<file path="config.mk">
export PLATFORM = sky130hd
export DESIGN_NAME = pglm_div
export DESIGN_NICKNAME = d
export VERILOG_FILES = /design/src/hw/rtl/pglm_pkg.sv /design/src/hw/rtl/pglm_div.sv
export SDC_FILE = /design/constraint.sdc
export NUM_CORES = 1
export LEC_CHECK = 0
export BUFFER_PORTS_ARGS = -buffer_cell sky130_fd_sc_hd__buf_4
export CORE_UTILIZATION = 55
export CTS_BUF_LIST = sky130_fd_sc_hd__clkbuf_4 sky130_fd_sc_hd__clkbuf_8 sky130_fd_sc_hd__clkbuf_16
export CTS_CLUSTER_DIAMETER = 80
export DETAILED_ROUTE_END_ITERATION = 16
export HOLD_SLACK_MARGIN = 0.05
export PLACE_DENSITY = 0.9
export SLEW_MARGIN = 5
export SYNTH_ARGS = -nofsm -noshare
export SYNTH_HDL_FRONTEND = slang
export SYNTH_SLANG_ARGS = --single-unit
</file>
<file path="constraint.sdc">
create_clock -name i_clk -period 3.1 [get_ports i_clk]
set_input_delay 0.155 -clock i_clk [delete_from_list [all_inputs] [get_ports i_clk]]
set_output_delay 0.155 -clock i_clk [all_outputs]
set_load 0.01 [all_outputs]
</file>
<file path="src/hw/rtl/pglm_pkg.sv">
// shared types and constants of the periodic grid local maximum block
`default_nettype none

package pglm_pkg;

    localparam int SIZE_W = 7;
    localparam int IDX_W  = 15;
    localparam int CLR_W  = 32;
    localparam int VOL_W  = 3 * SIZE_W;
    localparam int DATA_W = CLR_W + 1;
    localparam int CFG_W  = 2;

    localparam logic [CFG_W-1:0] CFG_SIZE_X = 2'd0;
    localparam logic [CFG_W-1:0] CFG_SIZE_Y = 2'd1;
    localparam logic [CFG_W-1:0] CFG_SIZE_Z = 2'd2;

    localparam logic FUNC_WRITE = 1'b0;
    localparam logic FUNC_QUERY = 1'b1;

    localparam logic [SIZE_W-1:0] SIZE_RESET = 7'd32;

    typedef struct packed {
        logic              start;
        logic [IDX_W-1:0]  dividend;
        logic [SIZE_W-1:0] divisor;
    } t_div_req;

    typedef struct packed {
        logic              busy;
        logic              done;
        logic [IDX_W-1:0]  quotient;
        logic [SIZE_W-1:0] remainder;
    } t_div_rsp;

endpackage

`default_nettype wire

</file>
<file path="src/hw/rtl/pglm_div.sv">
// restoring divider, one quotient bit per cycle, splits the linear index into axes
`default_nettype none

module pglm_div
    import pglm_pkg::*;
(
    input  wire logic     i_clk,
    input  wire logic     i_rst_n,
    input  wire t_div_req i_req,
    output t_div_rsp      o_rsp
);

    localparam logic [3:0] LAST_STEP = 4'(IDX_W - 1);

    logic              r_busy;
    logic              r_done;
    logic [3:0]        r_cnt;
    logic [IDX_W-1:0]  r_quo;
    logic [SIZE_W-1:0] r_rem;
    logic [SIZE_W-1:0] r_div;

    logic [SIZE_W:0]   w_shift;
    logic [SIZE_W:0]   w_diff;
    logic              w_ge;

    always_comb begin
        w_shift = {r_rem, r_quo[IDX_W-1]};
        w_ge    = (w_shift >= {1'b0, r_div});
        w_diff  = w_shift - {1'b0, r_div};
    end

    always_ff @(posedge i_clk) begin
        if (!i_rst_n) begin
            r_busy <= 1'b0;
            r_done <= 1'b0;
            r_cnt  <= '0;
        end else begin
            r_done <= 1'b0;
            if (i_req.start && !r_busy) begin
                r_busy <= 1'b1;
                r_cnt  <= '0;
            end else if (r_busy) begin
                r_cnt <= r_cnt + 4'd1;
                if (r_cnt == LAST_STEP) begin
                    r_busy <= 1'b0;
                    r_done <= 1'b1;
                end
            end
        end
    end

    always_ff @(posedge i_clk) begin
        if (i_req.start && !r_busy) begin
            r_quo <= i_req.dividend;
            r_rem <= '0;
            r_div <= i_req.divisor;
        end else if (r_busy) begin
            // remainder stays below the divisor, so it fits the narrow register
            r_rem <= w_ge ? w_diff[SIZE_W-1:0] : w_shift[SIZE_W-1:0];
            r_quo <= {r_quo[IDX_W-2:0], w_ge};
        end
    end

    always_comb begin
        o_rsp.busy      = r_busy;
        o_rsp.done      = r_done;
        o_rsp.quotient  = r_quo;
        o_rsp.remainder = r_rem;
    end

endmodule

`default_nettype wire

</file>
* Word level (Yosys, flattened, before mapping) *
Cells that the tools add are included.

operators by class
  reductions and logical operators = 5
  mux-type cells = 7
  add/sub/neg operators = 2
  magnitude comparators = 1
  eq/ne operators = 1
  bitwise gates (word level) = 2

operators by type and width
  kind                                          number
  2-to-1 mux 15 bit                             2
  greater-or-equal comparator 8 x 7 -> 1 bit    1
  2-to-1 mux 7 bit                              1
  subtractor 7 bit                              1
  adder 4 x 1 -> 4 bit (second input constant)  1
  == test 4 bit (second input constant)         1
  2-to-1 mux 1 bit                              4
  OR reduction 3 bit                            1
  inverter 1 bit                                2
  nonzero test 2 bit                            1
  OR reduction 2 bit                            1
  logical AND 1 bit                             1
  zero test 1 bit                               1

word-level totals
  output and inout bits = 24
  bits of input ports = 25
  register bits = 35

* Logic depth before layout (Yosys ltp) *
  depth after elaboration = 4
  depth in mapped cells = 8

* Worst setup path after synthesis *
Ideal clock, no wire load.

  path kind = register to register
  start = register r_quo[14]
  end = register r_rem[6]
  slack = 0.991 ns
  buffers on the path = 0
  stages on the path, launching flop included = 9
  arrival time = 1.987 ns
  required time = 2.978 ns
  cells stage by stage = edfxtp_1 -> inv_1 -> ha_1 -> fa_1 -> and2b_1 -> o22ai_2 -> a31oi_1 -> nor2_1 -> a311o_1

between the ends
  cells in the longest elaborated chain, start to end = 2

RTL lines
  what                                                                            line                            source
  start: declaration                                                              pglm_div.sv:18                  logic [IDX_W-1:0] r_quo;
  start signal: assignment                                                        pglm_div.sv:54                  r_quo <= i_req.dividend;
  start signal: assignment                                                        pglm_div.sv:60                  r_quo <= {r_quo[IDX_W-2:0], w_ge};
  subtractor 7 bit or greater-or-equal comparator 8 x 7 -> 1 bit (tied branches)  pglm_div.sv:29, pglm_div.sv:28
  2-to-1 mux 7 bit *                                                              pglm_div.sv:59                  r_rem <= w_ge ? w_diff[SIZE_W-1:0] : w_shift[SIZE_W-1:0];
  end signal: assignment                                                          pglm_div.sv:59
  end: declaration                                                                pglm_div.sv:19                  logic [SIZE_W-1:0] r_rem;

Every way passes the cells marked *; elsewhere a longest branch is shown, timed or not.
A chain may end at the register's enable or synchronous reset.

* Worst setup path in the final report *
Same ends and word-level chain as after synthesis.

==> out/qor.yml <==
ys_async_sr_fraction_pct: 0
fmax_ghz: 0.425
start_kind: "flip-flop"
pre_cts_ws_ns: 0.847
grt_pass1_wl_um: 6710
crit_buf_inv: 1
core-area_um2: 3080
rsz0062_at_grt: "no"
die_h_um: 59.1
synth.most_common_cell: "edfxtp_1"
critical_path.max_stage_delay_ns: 0.41
gp_congestion: 0.842
antenna_cells: 0
final.setup.tns_ns: 0
holdPathEnd: "r_busy"
fin_ws_ns: 0.745
path_cells: "inv_1 > ha_1 > fa_1 > and2b_1 > o22ai_2 > a31oi_1 > nor2_1 > a311o_1"
period_minus_slack_ns: 2.36
numPortBuffers: 48
cts_made_buffers: 5
worst_slew_pin_slew_ns: 0.911
slowest_stage: "edfxtp_1"
dp_hpwl_um: 3090
final_util_pct: 75.2
p_total_mw: 1.53
finalWirelength_um: 4370
vdd_drop_max_mv: 0.368
reg2reg_depth: 8
yosysWarnings: 0
synth_edf_count: 22
placed_area_um2: 2190
gr-total-overflow: 0
r2r_slack_ns: 0.74
htree_levels: 2
clk_path_buf_depth: 2
clk_latency_ns: 0.34
drv_cap: 0
syn-cell-area_um2: 1790
antenna_found_initial: 0
arrival_ns: 2.60
synth_top_cell_area_share_pct: 36.8
grt_pass1_vias: 1465
clock-skew-final_ns: 0.0103
cts_tree: "yes"
syn_to_final_growth_pct: 28.9
drtIter0Drc: 97
firstDrtPassIters: 4
synthCells: 156
dieWidth_um: 59.1
drc: 0
design_area_um2: 2310
synth_flop_cell: "edfxtp_1"
cp_top_family: "compound AO/OA/AOI/OAI gates"
synth_area_leaders: "edfxtp_1, dfxtp_1, mux2_2"
dieArea_um2: 3490
run_status: "complete, no violations"
ctsHoldBuffers: 7
synth_cell_types: 45
ant_nets: 0
grt_max_degree: 21
worstSetupEndpointType: "flip-flop"
initial_core_util_pct: 58.3
r2r-start: "r_quo[14]"
p_leak_nw: 1.00
grtUsageTotal_pct: 26.9
synth_commonest_cells: "edfxtp_1, inv_1, mux2_2"
drive_gt1_share_pct: 37.0
avgSynthCellArea_um2: 11.5
post-cts-setup-buffers: 0
min_from: "i_rst_n"
setup_viol: 0
routed_via_density: 5.63
fill_cells: 201
max_slew_margin_pct: 39.2
num_vias: 1464
routedWlPerCell_um: 16.8
ys_ff_latch: 35
r2r-end: "r_rem[6]"
powerDensity_nw_per_um2: 663
cts_num_sinks: 35
ctsResizeCount: 0
synth_area_leader_cell: "edfxtp_1"
cts.reportedPaths.clkPinSlew_ns: 0.11
crit_fanout: 4
seq_area_frac_synth_pct: 51.3
hp-class: "primary input to flip-flop"
finalCritPeriodShare_pct: 76.0
cp_data_required_time_ns: 3.34
worst_hold_path.num_cells: 2
final-max-slew-violation-count: 0
worstSetupPathType: "flip-flop to flip-flop"
hold_violations: 0
syn_nets: 191
row_count: 20
cts.root.buffer_cell: "clkbuf_4"
io_pins: 49
fin_nets: 250
cells by family (layout without fill, tap and decap cells):
family | after synthesis | in the layout | synth area share [%]
AOI/OAI and AO/OA | 27 | 27 | 12.0
DFF | 35 | 35 | 51.3
muxes | 17 | 17 | 10.5
buffers and inverters | 21 | 81 | 5.30
xor gates and xnor gates | 3 | 3 | 1.46
and+or+nand+nor | 43 | 43 | 12.0
adders and majority gates | 10 | 10 | 7.39
sequential cells by signal, summed over array words and instances, names as in the netlist:
signal and cells:
r_quo 15, r_div 7, r_rem 7, r_cnt 4
r_busy 1, r_done 1
per-stage QoR:
step | cells | hold WS, ns
global route | 260 | 0.0808
global placement | 245 | 0.333
finish | 260 | 0.0655
CTS | 260 | 0.0549
floorplan | 156 | 0.254
detailed placement | 245 | 0.335
where the power goes:
part	total, mW	switching, mW	internal, mW
registers	0.653	0.0717	0.581
clock network	0.256	0.150	0.106
logic	0.625	0.338	0.287
total	1.53	0.560	0.974
final cells by class:
type / instances / area (um^2) / share of cell area, %
clock inverter: 1 / 5.00 / 0.216
multi-input combinational: 100 / 778 / 33.6
clock buffer: 7 / 52.6 / 2.27
inverter: 17 / 63.8 / 2.76
sequential: 35 / 921 / 39.8
tap: 44 / 55.1 / 2.38
timing repair buffer: 56 / 438 / 18.9
how the worst max path moves through the flow:
stage / start / end / slack [ns] / cells past startpoint
2_1_floorplan: r_quo[14] / r_rem[6] / 0.99 / 8
3_3_place_gp: r_quo[14] / r_rem[6] / 0.96 / 8
3_5_place_dp: r_quo[14] / r_rem[6] / 0.85 / 8
4_1_cts: r_quo[14] / r_rem[6] / 0.85 / 8
5_1_grt: r_quo[14] / r_rem[6] / 0.68 / 8
6_report: r_quo[14] / r_rem[6] / 0.74 / 8
layer usage:
metal	up-vias	global-route usage (%)	share of wire [%]
met1	685	32.0	42
met4	0	13.9	2.3
li1	694	-	-
met3	11	5.68	6.1
met2	74	45.6	50
met5	-	0	0
cells in the final DEF, fill, tap and decap left out, drive strengths merged, types with 2 or more instances in the layout:
| cell | netlist | final |
|---|---|---|
| buf | 4 | 49 |
| edfxtp | 22 | 22 |
| inv | 16 | 16 |
| mux2 | 15 | 15 |
| dfxtp | 13 | 13 |
| nand2 | 12 | 12 |
| nor2 | 11 | 11 |
| ha | 9 | 9 |
| clkbuf | 0 | 7 |
| dlygate4sd3 | 0 | 7 |
| nand4 | 6 | 6 |
| a21oi | 5 | 5 |
| a31oi | 3 | 3 |
| o311ai | 3 | 3 |
| nor3 | 3 | 3 |
| o21ai | 3 | 3 |
| nand2b | 2 | 2 |
| mux2i | 2 | 2 |
| o221ai | 2 | 2 |
| xor2 | 2 | 2 |
| nand3 | 2 | 2 |
| o22ai | 2 | 2 |
| clkinv | 1 | 2 |
| o211ai | 2 | 2 |
| a221oi | 2 | 2 |
(Power assumes the default switching activity.)
